--- src/cbfr_pkg.sv ---
// Shared types and constants for the complemented byte frame receiver.
// Used by the front end, the descriptor queue, the back end and the top level.
`timescale 1ns / 1ps
`default_nettype none

package cbfr_pkg;

    // Header bytes that open a frame, and the complement mask.
    localparam logic [7:0] SYNC_FIRST  = 8'h55;
    localparam logic [7:0] SYNC_SECOND = 8'hFF;
    localparam logic [7:0] SYNC_THIRD  = 8'h00;
    localparam logic [7:0] COMPL_MASK  = 8'hFF;

    // Even-byte store: two banks of 64 bytes each.
    localparam int STORE_DEPTH = 64;
    localparam int IDX_W       = 6;
    localparam int ADDR_W      = IDX_W + 1;
    localparam int DESC_DEPTH  = 2;

    // Store write from the front end.
    typedef struct packed {
        logic              en;
        logic [ADDR_W-1:0] addr;
        logic [7:0]        data;
    } t_mem_wr;

    // One finished message waiting to be emitted.
    typedef struct packed {
        logic             bank;
        logic [IDX_W-1:0] len;
    } t_desc;

    // Bank handed back by the back end after its last read.
    typedef struct packed {
        logic en;
        logic bank;
    } t_release;

endpackage

`default_nettype wire

--- src/cbfr_front.sv ---
// Front end: header hunt, complement check, even-byte storage and message check.
// Depends on cbfr_pkg; writes the store in cbfr_back and feeds cbfr_desc_fifo.
`timescale 1ns / 1ps
`default_nettype none

module cbfr_front #(
    parameter int RX_BUFFER_BYTES = 128
) (
    input  wire logic                      i_clk,
    input  wire logic                      i_rst_n,
    input  wire logic                      i_accept,
    input  wire logic [7:0]                i_rx_byte,
    input  wire logic [cbfr_pkg::IDX_W-1:0] i_max_length,
    input  wire cbfr_pkg::t_release        i_release,
    output logic                           o_bank_busy,
    output cbfr_pkg::t_mem_wr              o_mem_wr,
    output logic                           o_desc_push,
    output cbfr_pkg::t_desc                o_desc
);
    import cbfr_pkg::*;

    localparam int CW = $clog2(RX_BUFFER_BYTES + 1);

    typedef enum logic [1:0] {
        PH_IDLE  = 2'd0,
        PH_SYNC1 = 2'd1,
        PH_SYNC2 = 2'd2,
        PH_DATA  = 2'd3
    } t_phase;

    t_phase          r_phase, n_phase;
    logic [CW-1:0]   r_count, n_count;
    logic [7:0]      r_sum, n_sum;
    logic [7:0]      r_last, n_last;
    logic [7:0]      r_tail, n_tail;
    logic            r_bank, n_bank;
    logic [1:0]      r_busy, n_busy;

    logic             fail;
    logic             bad_compl;
    logic             has_room;
    logic             match;
    logic [IDX_W-1:0] msg_count;
    logic [IDX_W-1:0] msg_len;
    logic [CW-2:0]    half_count;
    logic [CW-2:0]    n_half_count;

    assign half_count   = r_count[CW-1:1];
    assign n_half_count = n_count[CW-1:1];
    assign bad_compl    = r_count[0] && ((i_rx_byte ^ r_last) != COMPL_MASK);
    assign has_room     = r_count < CW'(RX_BUFFER_BYTES);
    assign o_bank_busy  = r_busy[r_bank];

    // Next-state logic for one received byte.
    always_comb begin
        n_phase   = r_phase;
        n_count   = r_count;
        n_sum     = r_sum;
        n_last    = r_last;
        n_tail    = r_tail;
        fail      = 1'b0;
        match     = 1'b0;
        o_mem_wr  = '0;
        o_mem_wr.addr = {r_bank, IDX_W'(half_count)};
        o_mem_wr.data = i_rx_byte;

        if (i_accept) begin
            unique case (r_phase)
                PH_IDLE: begin
                    if (i_rx_byte == SYNC_FIRST) n_phase = PH_SYNC1;
                end
                PH_SYNC1: begin
                    if (i_rx_byte == SYNC_SECOND) n_phase = PH_SYNC2;
                    else fail = 1'b1;
                end
                PH_SYNC2: begin
                    if (i_rx_byte == SYNC_THIRD) begin
                        n_count = '0;
                        n_sum   = '0;
                        n_phase = PH_DATA;
                    end else begin
                        fail = 1'b1;
                    end
                end
                PH_DATA: begin
                    if (bad_compl || !has_room) begin
                        fail = 1'b1;
                    end else begin
                        if (!r_count[0]) begin
                            o_mem_wr.en = 1'b1;
                            n_sum       = r_sum + i_rx_byte;
                            n_tail      = i_rx_byte;
                        end else if (r_count != CW'(1)) begin
                            // Odd byte closes a pair: test the running checksum.
                            match = (r_tail == (r_sum - r_tail));
                        end
                        n_last  = i_rx_byte;
                        n_count = r_count + CW'(1);
                    end
                end
                default: n_phase = PH_IDLE;
            endcase

            // Restart the header hunt after a rejected byte.
            if (fail) begin
                if (i_rx_byte == SYNC_FIRST) begin
                    n_phase = PH_SYNC1;
                end else if (i_rx_byte == SYNC_SECOND && r_phase == PH_DATA &&
                             r_count != '0 && r_last == SYNC_FIRST) begin
                    n_phase = PH_SYNC2;
                end else begin
                    n_phase = PH_IDLE;
                end
            end

            if (match) n_phase = PH_IDLE;
        end
    end

    // Message length: earlier even bytes, clamped to the configured maximum.
    assign msg_count   = IDX_W'(n_half_count) - IDX_W'(1);
    assign msg_len     = (msg_count > i_max_length) ? i_max_length : msg_count;
    assign o_desc_push = match && (msg_len != '0);
    assign o_desc.bank = r_bank;
    assign o_desc.len  = msg_len;

    // Bank ownership: set when a message is queued, cleared on release.
    always_comb begin
        n_busy = r_busy;
        n_bank = r_bank;
        if (i_release.en) n_busy[i_release.bank] = 1'b0;
        if (o_desc_push) begin
            n_busy[r_bank] = 1'b1;
            n_bank         = ~r_bank;
        end
    end

    // State registers.
    always_ff @(posedge i_clk) begin
        if (!i_rst_n) begin
            r_phase <= PH_IDLE;
            r_count <= '0;
            r_sum   <= '0;
            r_last  <= '0;
            r_tail  <= '0;
            r_bank  <= 1'b0;
            r_busy  <= '0;
        end else begin
            r_phase <= n_phase;
            r_count <= n_count;
            r_sum   <= n_sum;
            r_last  <= n_last;
            r_tail  <= n_tail;
            r_bank  <= n_bank;
            r_busy  <= n_busy;
        end
    end

endmodule

`default_nettype wire

--- src/cbfr_desc_fifo.sv ---
// Two-entry queue of message descriptors between the front and back ends.
// Depends on cbfr_pkg for the descriptor type and depth.
`timescale 1ns / 1ps
`default_nettype none

module cbfr_desc_fifo (
    input  wire logic            i_clk,
    input  wire logic            i_rst_n,
    input  wire logic            i_push,
    input  wire cbfr_pkg::t_desc i_desc,
    input  wire logic            i_pop,
    output logic                 o_valid,
    output cbfr_pkg::t_desc      o_desc
);
    import cbfr_pkg::*;

    localparam int PW = $clog2(DESC_DEPTH);

    t_desc         r_entries [DESC_DEPTH];
    logic [PW-1:0] r_wr_ptr;
    logic [PW-1:0] r_rd_ptr;
    logic [PW:0]   r_cnt;

    assign o_valid = (r_cnt != '0);
    assign o_desc  = r_entries[r_rd_ptr];

    // Entry storage.
    always_ff @(posedge i_clk) begin
        if (i_push) r_entries[r_wr_ptr] <= i_desc;
    end

    // Pointers and fill level.
    always_ff @(posedge i_clk) begin
        if (!i_rst_n) begin
            r_wr_ptr <= '0;
            r_rd_ptr <= '0;
            r_cnt    <= '0;
        end else begin
            if (i_push) r_wr_ptr <= r_wr_ptr + PW'(1);
            if (i_pop)  r_rd_ptr <= r_rd_ptr + PW'(1);
            case ({i_push, i_pop})
                2'b10:   r_cnt <= r_cnt + (PW+1)'(1);
                2'b01:   r_cnt <= r_cnt - (PW+1)'(1);
                default: r_cnt <= r_cnt;
            endcase
        end
    end

endmodule

`default_nettype wire

--- src/cbfr_back.sv ---
// Back end: holds the two-bank even-byte store and walks it to emit payload bytes.
// Depends on cbfr_pkg; written by cbfr_front, fed by cbfr_desc_fifo.
`timescale 1ns / 1ps
`default_nettype none

module cbfr_back (
    input  wire logic                       i_clk,
    input  wire logic                       i_rst_n,
    input  wire cbfr_pkg::t_mem_wr          i_mem_wr,
    input  wire logic                       i_desc_valid,
    input  wire cbfr_pkg::t_desc            i_desc,
    output logic                            o_desc_pop,
    output cbfr_pkg::t_release              o_release,
    input  wire logic                       i_out_pop,
    output logic                            o_out_valid,
    output logic [7:0]                      o_payload_byte,
    output logic [cbfr_pkg::IDX_W-1:0]      o_byte_index,
    output logic                            o_last_of_message
);
    import cbfr_pkg::*;

    logic [7:0]       r_mem [2*STORE_DEPTH];
    logic             r_active;
    logic             r_bank;
    logic [IDX_W-1:0] r_len;
    logic [IDX_W-1:0] r_idx;
    logic             r_out_valid;
    logic [7:0]       r_rd_data;
    logic [IDX_W-1:0] r_out_idx;
    logic             r_out_last;

    logic issue;
    logic is_last;

    assign issue      = r_active && (!r_out_valid || i_out_pop);
    assign is_last    = (r_idx == (r_len - IDX_W'(1)));
    assign o_desc_pop = !r_active && i_desc_valid;

    assign o_release.en   = issue && is_last;
    assign o_release.bank = r_bank;

    assign o_out_valid       = r_out_valid;
    assign o_payload_byte    = r_rd_data;
    assign o_byte_index      = r_out_idx;
    assign o_last_of_message = r_out_last;

    // Store: one write port from the front, one registered read port.
    always_ff @(posedge i_clk) begin
        if (i_mem_wr.en) r_mem[i_mem_wr.addr] <= i_mem_wr.data;
        if (issue) r_rd_data <= r_mem[{r_bank, r_idx}];
    end

    // Payload sideband that travels with the read data.
    always_ff @(posedge i_clk) begin
        if (issue) begin
            r_out_idx  <= r_idx;
            r_out_last <= is_last;
        end
    end

    // Walk control and the output transaction register.
    always_ff @(posedge i_clk) begin
        if (!i_rst_n) begin
            r_active    <= 1'b0;
            r_bank      <= 1'b0;
            r_len       <= '0;
            r_idx       <= '0;
            r_out_valid <= 1'b0;
        end else begin
            if (issue) begin
                r_out_valid <= 1'b1;
                r_idx       <= r_idx + IDX_W'(1);
                if (is_last) r_active <= 1'b0;
            end else if (i_out_pop) begin
                r_out_valid <= 1'b0;
            end

            if (o_desc_pop) begin
                r_active <= 1'b1;
                r_bank   <= i_desc.bank;
                r_len    <= i_desc.len;
                r_idx    <= '0;
            end
        end
    end

endmodule

`default_nettype wire

--- src/complemented_byte_frame_receiver.sv ---
// Complemented byte frame receiver, top level. Input accepts one byte per cycle
// while the front bank is free; full rises when both store banks hold queued messages.
// A message's descriptor is registered in the queue on its closing byte; once idle, the
// back end takes it and gives one payload byte per cycle while pop is held; the store
// read port sets that rate. Synchronous active-low reset returns to the header hunt and
// empties both queues; the store itself is not cleared and max_length resets to 63.
`timescale 1ns / 1ps
`default_nettype none

module complemented_byte_frame_receiver #(
    parameter int RX_BUFFER_BYTES = 128
) (
    input  wire logic                       i_clk,
    input  wire logic                       i_rst_n,
    input  wire logic                       push,
    output logic                            full,
    input  wire logic [7:0]                 i_rx_byte,
    output logic                            empty,
    input  wire logic                       pop,
    output logic [7:0]                      o_payload_byte,
    output logic [cbfr_pkg::IDX_W-1:0]      o_byte_index,
    output logic                            o_last_of_message,
    input  wire logic                       i_cfg_we,
    input  wire logic [cbfr_pkg::IDX_W-1:0] i_cfg_wdata
);
    import cbfr_pkg::*;

    logic [IDX_W-1:0] r_max_length;
    logic             bank_busy;
    logic             in_accept;
    logic             out_valid;
    t_mem_wr          mem_wr;
    logic             desc_push;
    t_desc            desc_in;
    logic             desc_valid;
    t_desc            desc_out;
    logic             desc_pop;
    t_release         bank_release;

    assign full      = bank_busy;
    assign in_accept = push && !bank_busy;
    assign empty     = !out_valid;

    // Configuration register.
    always_ff @(posedge i_clk) begin
        if (!i_rst_n) begin
            r_max_length <= IDX_W'(63);
        end else if (i_cfg_we) begin
            r_max_length <= i_cfg_wdata;
        end
    end

    cbfr_front #(
        .RX_BUFFER_BYTES(RX_BUFFER_BYTES)
    ) u_front (
        .i_clk        (i_clk),
        .i_rst_n      (i_rst_n),
        .i_accept     (in_accept),
        .i_rx_byte    (i_rx_byte),
        .i_max_length (r_max_length),
        .i_release    (bank_release),
        .o_bank_busy  (bank_busy),
        .o_mem_wr     (mem_wr),
        .o_desc_push  (desc_push),
        .o_desc       (desc_in)
    );

    cbfr_desc_fifo u_desc_fifo (
        .i_clk   (i_clk),
        .i_rst_n (i_rst_n),
        .i_push  (desc_push),
        .i_desc  (desc_in),
        .i_pop   (desc_pop),
        .o_valid (desc_valid),
        .o_desc  (desc_out)
    );

    cbfr_back u_back (
        .i_clk             (i_clk),
        .i_rst_n           (i_rst_n),
        .i_mem_wr          (mem_wr),
        .i_desc_valid      (desc_valid),
        .i_desc            (desc_out),
        .o_desc_pop        (desc_pop),
        .o_release         (bank_release),
        .i_out_pop         (pop),
        .o_out_valid       (out_valid),
        .o_payload_byte    (o_payload_byte),
        .o_byte_index      (o_byte_index),
        .o_last_of_message (o_last_of_message)
    );

endmodule

`default_nettype wire

--- config.mk ---
export PLATFORM = sky130hd
export DESIGN_NAME = complemented_byte_frame_receiver
export DESIGN_NICKNAME = d
export VERILOG_FILES = /design/src/cbfr_pkg.sv /design/src/cbfr_front.sv /design/src/cbfr_desc_fifo.sv /design/src/cbfr_back.sv /design/src/complemented_byte_frame_receiver.sv
export SDC_FILE = /design/constraint.sdc
export NUM_CORES = 1
export LEC_CHECK = 0
export BUFFER_PORTS_ARGS = -buffer_cell sky130_fd_sc_hd__buf_4
export CAP_MARGIN = 20
export CELL_PAD_IN_SITES_DETAIL_PLACEMENT = 0
export CELL_PAD_IN_SITES_GLOBAL_PLACEMENT = 1
export CORE_AREA = 5 5 321 323
export CTS_CLUSTER_DIAMETER = 30
export DETAILED_ROUTE_END_ITERATION = 8
export DIE_AREA = 0 0 326 328
export GPL_ROUTABILITY_DRIVEN = 0
export GPL_TIMING_DRIVEN = 0
export PLACE_DENSITY_LB_ADDON = 0.1
export SYNTH_ARGS = -nofsm -noshare
export SYNTH_HDL_FRONTEND = slang
export SYNTH_SLANG_ARGS = --single-unit
export TNS_END_PERCENT = 50
--- constraint.sdc ---
create_clock -name i_clk -period 5.21 [get_ports i_clk]
set_input_delay 1.042 -clock i_clk [delete_from_list [all_inputs] [get_ports i_clk]]
set_output_delay 1.042 -clock i_clk [all_outputs]
set_load 0.01 [all_outputs]
Word level (Yosys, flattened, before mapping)

Memory sizes are Yosys's and may differ from the RTL's. A register that Yosys moved wholly into a read port is not among the register bits.
Index checks and enable logic that the tools add are counted.

Muxes and demuxes: 50
Reduce and logical (&&, ||, !) cells: 36
Order comparisons: 6
$mul: 0
Add/subtract/negate cells: 10
Shifts and indexed selects: 0
Eq/ne operators: 18
Bitwise logic cells: 8
Divide/modulo/power cells: 0

Operators by type and width:

| kind                                               | number |
|---|---|
| 2-to-1 mux 8 bit                                   | 5 |
| one-hot mux 8 bit (2 select lines)                 | 2 |
| 2-to-1 mux 1 bit                                   | 27 |
| 2-to-1 mux 2 bit                                   | 9 |
| == test 8 x 7 -> 1 bit (second input constant)     | 2 |
| != test 4 x 1 -> 1 bit (second input constant)     | 3 |
| nonzero test 2 bit                                 | 6 |
| subtractor 6 x 1 -> 6 bit (second input constant)  | 2 |
| logical AND 1 bit                                  | 11 |
| AND reduction 5 bit                                | 2 |
| adder 8 x 1 -> 8 bit (second input constant)       | 1 |
| adder 8 bit                                        | 1 |
| == test 8 bit                                      | 1 |
| == test 8 bit (second input constant)              | 1 |
| zero test 8 bit                                    | 1 |
| less-than comparator 8 bit (second input constant) | 1 |
| != test 8 x 1 -> 1 bit (second input constant)     | 1 |
| != test 8 bit (second input constant)              | 1 |
| AND reduction 4 bit                                | 2 |
| nonzero test 8 bit                                 | 1 |
| subtractor 8 bit                                   | 1 |
| bitwise XOR 8 bit                                  | 1 |
| 2-to-1 mux 7 bit                                   | 1 |
| adder 6 x 1 -> 6 bit (second input constant)       | 1 |
| 28 further kinds                                   | 44 |

Memories kept: 2
Flip-flop bits (word level): 62
Bits of input ports: 19
Memory bits (read-only): 0
Latch bits: 0
Word-level logic and storage cells: 147
Output and inout bits: 17
Bits in writable memories: 1038

Memories:

| name                  | words | bits a word | read ports | clocked after Yosys merged registers in | write ports | line                 | RTL |
|---|---|---|---|---|---|---|---|
| u_back.r_mem          | 128   | 8           | 1          | 1                                       | 1           | cbfr_back.sv:22      | `logic [7:0] r_mem [2*STORE_DEPTH];` |
| u_desc_fifo.r_entries | 2     | 7           | 1          | 1                                       | 1           | cbfr_desc_fifo.sv:19 | `t_desc r_entries [DESC_DEPTH];` |

Depth between registers and ports, before layout

Depth in word-level cells: 14
Depth in mapped cells: 21

Modules after synthesis

Synthesis repeated with hierarchy kept, for this count alone.

Cells, all modules: 2502
Area, all modules: 45217.1 sq um

By module, submodules not included:

| module                           | area an instance (sq um) | cells an instance | instances |
|---|---|---|---|
| cbfr_back                        | 41030.6                  | 2039              | 1 |
| cbfr_front                       | 3248.1                   | 399               | 1 |
| cbfr_desc_fifo                   | 714.4                    | 43                | 1 |
| complemented_byte_frame_receiver | 224.0                    | 21                | 1 |

Worst setup path after synthesis

OpenSTA, ideal clock, no wires.

Kind: input-to-reg
Start point: input port i_rx_byte[7]
End point: register u_desc_fifo.r_cnt[1]
Data arrival time: 5.122 ns
Required time: 5.134 ns
Setup slack: 0.013 ns
Path buffers: 1
Stages on the path: 19
Library setup time: 0.076 ns
Cells stage by stage: clkbuf_2 xnor2_1 nor4_1 a21oi_1 nor4b_1 nor2_1 xor2_1 ha_1 nor2b_1 o21a_1 o21a_1 o21ai_0 a21oi_1 nand2b_1 nor2_1 or2_2 ha_1 or3_1 a21boi_0

Longest elaborated chain between the ends: 14
Elaborated cells between the ends (all ways): 22
Classes of those cells: add/sub (1); order compare (1); eq/ne (3); mux (10); bitwise (1); reduce/logical (6)

Ends and longest elaborated chain:

| what                                                                     | line                                   | RTL |
|---|---|---|
| start, declared                                                          | complemented_byte_frame_receiver.sv:17 | `input wire logic [7:0] i_rx_byte,` |
| bitwise XOR 8 bit                                                        | cbfr_front.sv:50                       | `assign bad_compl = r_count[0] && ((i_rx_byte ^ r_last) != COMPL_MASK);` |
| != test 8 bit                                                            | cbfr_front.sv:50                       |  |
| logical AND 1 bit                                                        | cbfr_front.sv:50                       |  |
| logical OR 1 bit                                                         | cbfr_front.sv:86                       | `if (bad_compl \|\| !has_room) begin` |
| 2-to-1 mux 8 bit                                                         | cbfr_front.sv:86                       |  |
| one-hot mux 8 bit (2 select lines)                                       | cbfr_front.sv:68                       | `unique case (r_phase)` |
| 2-to-1 mux 7 bit                                                         | cbfr_front.sv:67                       | `if (i_accept) begin` |
| subtractor 6 x 1 -> 6 bit                                                | cbfr_front.sv:121                      | `assign msg_count = IDX_W'(n_half_count) - IDX_W'(1);` |
| > comparator 6 bit                                                       | cbfr_front.sv:122                      | `assign msg_len = (msg_count > i_max_length) ? i_max_length : msg_count;` |
| 2-to-1 mux 6 bit                                                         | cbfr_front.sv:122                      |  |
| nonzero test 6 bit                                                       | cbfr_front.sv:123                      | `assign o_desc_push = match && (msg_len != '0);` |
| logical AND 1 bit *                                                      | cbfr_front.sv:123                      |  |
| == test 2 x 1 -> 1 bit or == test 2 bit (tied branches)                  | cbfr_desc_fifo.sv:41                   | `case ({i_push, i_pop})` |
| one-hot mux 2 bit (2 select lines) or nonzero test 2 bit (tied branches) | -                                      |  |
| end signal, assigned                                                     | cbfr_desc_fifo.sv:42                   | `2'b10: r_cnt <= r_cnt + (PW+1)'(1);` |
| end signal, assigned                                                     | cbfr_desc_fifo.sv:43                   | `2'b01: r_cnt <= r_cnt - (PW+1)'(1);` |
| end signal, assigned                                                     | cbfr_desc_fifo.sv:44                   | `default: r_cnt <= r_cnt;` |
| end, declared                                                            | cbfr_desc_fifo.sv:22                   | `logic [PW:0] r_cnt;` |

Every way passes the cells marked *; elsewhere a longest branch is shown, timed or not. The select of a mux whose other input is x is not followed.
A chain may end at the register's enable or synchronous reset.

Final worst setup path

Start point: input port i_rx_byte[1]
End point: register u_desc_fifo.r_cnt[1]

The elaborated chain is that of the path after synthesis.

==> out/results.ini <==
[setup_path]
start_kind=input port
worstReg2RegEnd=u_back.o_payload_byte[3]
cp.arrival_ns=5.74
crit_slowest_cell=or4_4
crit_fanout=28
cp-end-kind=flop
worstSetupStartpoint=i_rx_byte[1]
reg2reg_slack_ns=0.34
r2r_start=u_back.r_idx[1]
crit_path_end=u_desc_fifo.r_cnt[1]
path_buf_inv=2
reg2reg_depth=7
crit_chain=buf_16 -> buf_16 -> xnor2_1 -> or4_4 -> nor4_4 -> o22ai_1 -> a31oi_4 -> nand4b_1 -> xnor2_2 -> ha_1 -> nand4_1 -> o22ai_1 -> a21oi_2 -> nand2b_1 -> nor2_1 -> or2_2 -> ha_1 -> or3_1 -> a21boi_0
max_stage_delay_ns=0.60
path_depth=19
crit_family=simple AND/OR/NAND/NOR gates
crit_type=input port to flop
required_ns=5.90

[hold_path]
min_from=u_desc_fifo.r_wr_ptr
hp-class=flop to flop
hold_depth=2

[layout]
register_area_sq_um=32800
multi_input_area_sq_um=11200
drive_above_1_share_pct=32.4
fin_cells=3952
area_growth_pct=24.7
finalNetCount=2511
utilization_pct=55.8
fill_cells=7607

[timing]
finalCritPeriodShare_pct=96.9
hold_ws_ns=0.486
final_max_slew_viol_count=0
fin_tns_setup_ns=0
skew_ns=0.0413
max_freq_mhz=198
hold_viol=0
worst_slew_pin_slew_ns=1.19
max_slew_margin_pct=20.5
setup_viol=0
fin_crit_ns=5.05

[floorplanning]
start_util_pct=44.8
die_y_um=328
rows=116
die-area_sq_um=107000
die_x_um=326
core-area_sq_um=99600
boundaryPins=36

[placed_design]
hpwlAfterDp_um=79200
placement.io_buffers=35
place_inst=3506

[detailed_routing]
drt_pass1_iterations=7
via_per_inst=5.92
ant_nets=0
drt_iter0_drc=2561
wire_per_inst_um=31.8
drcViolationCount=0
via_count=23400
totalWireLength_um=126000

[clock_network]
cts.htree.levels=4
root_buffer=clkbuf_16
cts_tree=done
clock_sinks=1114
clkTransAtPathRegs_ns=0.04
cts_buffers=219
clkLatencyLatePin_ns=0.80
clockBufferDepth=3
cts_hold_buf=0

[power]
max-vdd-ir-drop_v=0.000298
power_density_nw_per_um2=441
power.leakage_nw=17.7
total_power_mw=24.5

[grt]
track_usage_pct=23.2
globalRouteOverflowTotal=0
grt_pass1_vias=23900
grt_max_degree=96
grt_pass1_wl_um=175000
antenna_found_initial=6

[status]
status=finished, final reports clean

[logic_synthesis]
synth.largest_area_cell=edfxtp_1
ys_seq_area_share_pct=73.7
synth_edf_count=1053
yosysMostFrequentCell=edfxtp_1
yosysTopAreaCellShare_pct=71.0
synth-main-ff-cell=edfxtp_1
syn_nets=2203
ys_top_cells_by_count=edfxtp_1, mux4_2, nor2_1
synth-seq-cells=1114
ys_warn_count=0
synth_cell_types=67
synth_area_sq_um=44600
syn_area_per_cell_sq_um=20.7
postSynth.asyncResetShare_pct=0
synth_area_leaders=edfxtp_1, mux4_2, dfxtp_1
synthCells=2151

[flow_run]
cap_viol_max_count=0

[cells in the final DEF (no fill, tap or decap), types with 9 or more instances in the layout]
cell type   netlist  layout
a21boi_0         12      12
a21oi_1          16      15
buf_1            12      12
buf_16            0      19
buf_2            24      25
buf_4             1      37
buf_8             0      10
bufbuf_16         0      12
bufinv_16         0      37
clkbuf_1         69      87
clkbuf_16         0     227
clkinv_1          0      27
clkinv_2          0      36
clkinv_4          0      22
clkinvlp_4        0      29
dfxtp_1          61      60
edfxtp_1       1053    1053
ha_1             31      31
inv_1            32      32
inv_6             0      11
mux2_2           13      13
mux2i_1          20      19
mux4_2          336     336
nand2_1          66      66
nand3_1          21      21
nand4_1          13      13
nor2_1          157     157
nor2b_1          30      29
o211ai_1          9       9
o21ai_0          12      11
xnor2_1          22      20
xor2_1           15      14
[flip-flops by register name, summed over array words and instances, names as in the netlist, 2 cells and up]
name,cells
u_front.r_last,8
u_back.r_idx,6
u_desc_fifo.r_entries,14
u_back.o_byte_index,6
u_back.r_len,6
r_max_length,6
u_back.o_payload_byte,8
u_front.r_tail,7
u_desc_fifo.r_cnt,2
u_front.r_count,8
u_front.r_busy,2
u_front.r_sum,8
u_back.r_mem,1024
u_front.r_phase,2
[report_power, final]
part           internal [mW]  switching, mW  leakage [nW]
sequential              9.81        0.00233          9.97
combinational          0.111          0.226          4.05
clock                   9.57           4.79          3.68
total                   19.5           5.02          17.7
[worst reg2reg max path, delay by kind of cell, from the launching register on]
family / cells / cell delay, ns
buffers and inverters: 3 / 2.20
flip-flops: 1 / 0.50
multiplexers: 4 / 1.93
[timing repair]
action | in CTS | in global routing
cloned | 12 | 8
buffers inserted | 2 | 7
pin swaps | 1 | 5
endpoints found under the setup margin | 32 | 9
resized for setup | 26 | 13
[kinds of logic after synthesis]
family	Yosys count	synth area share (%)
fa+ha+maj	33	0.960
compound gates	104	1.72
buf+inv	142	1.33
mux	369	17.8
flops	1114	73.7
xor+xnor	38	0.778
simple gates	351	3.75
[worst min path at each step]
| stage | to | slack (ns) |
|---|---|---|
| 2_1_floorplan | u_back.o_byte_index[2] | 0.41 |
| 3_3_place_gp | u_desc_fifo.r_entries[0][6] | 0.46 |
| 3_5_place_dp | u_desc_fifo.r_entries[0][6] | 0.45 |
| 4_1_cts | r_max_length[5] | 0.44 |
| 5_1_grt | r_max_length[2] | 0.46 |
| 6_report | u_desc_fifo.r_wr_ptr | 0.49 |
[layout make-up]
class / instances / share of cell area, %
diodes: 3 / 0.0135
clock inverters: 174 / 3.88
plain buffers: 108 / 0.833
clock buffers: 239 / 10.0
well taps: 1298 / 2.92
flip-flops and latches: 1114 / 59.1
repair buffers: 89 / 2.86
inverters: 32 / 0.216
multi-input cells: 895 / 20.2
[stage by stage]
stage          setup slack, ns  area [sq um]
6_report                 0.162         55600
5_1_grt                -0.0490         55600
4_1_cts                0.00399         55200
3_5_place_dp             -2.03         47000
3_3_place_gp             -2.14         46400
2_1_floorplan           0.0128         44600
[metal layers]
layer  vias up  GRT usage (%)  share of wire, %
met3       153           4.86               7.3
met5         -              0                 0
met4         0           5.77               2.0
met2      1014           37.8                49
li1       9624              -                 -
met1     12600           32.4                42
(Power assumes the default switching activity.)
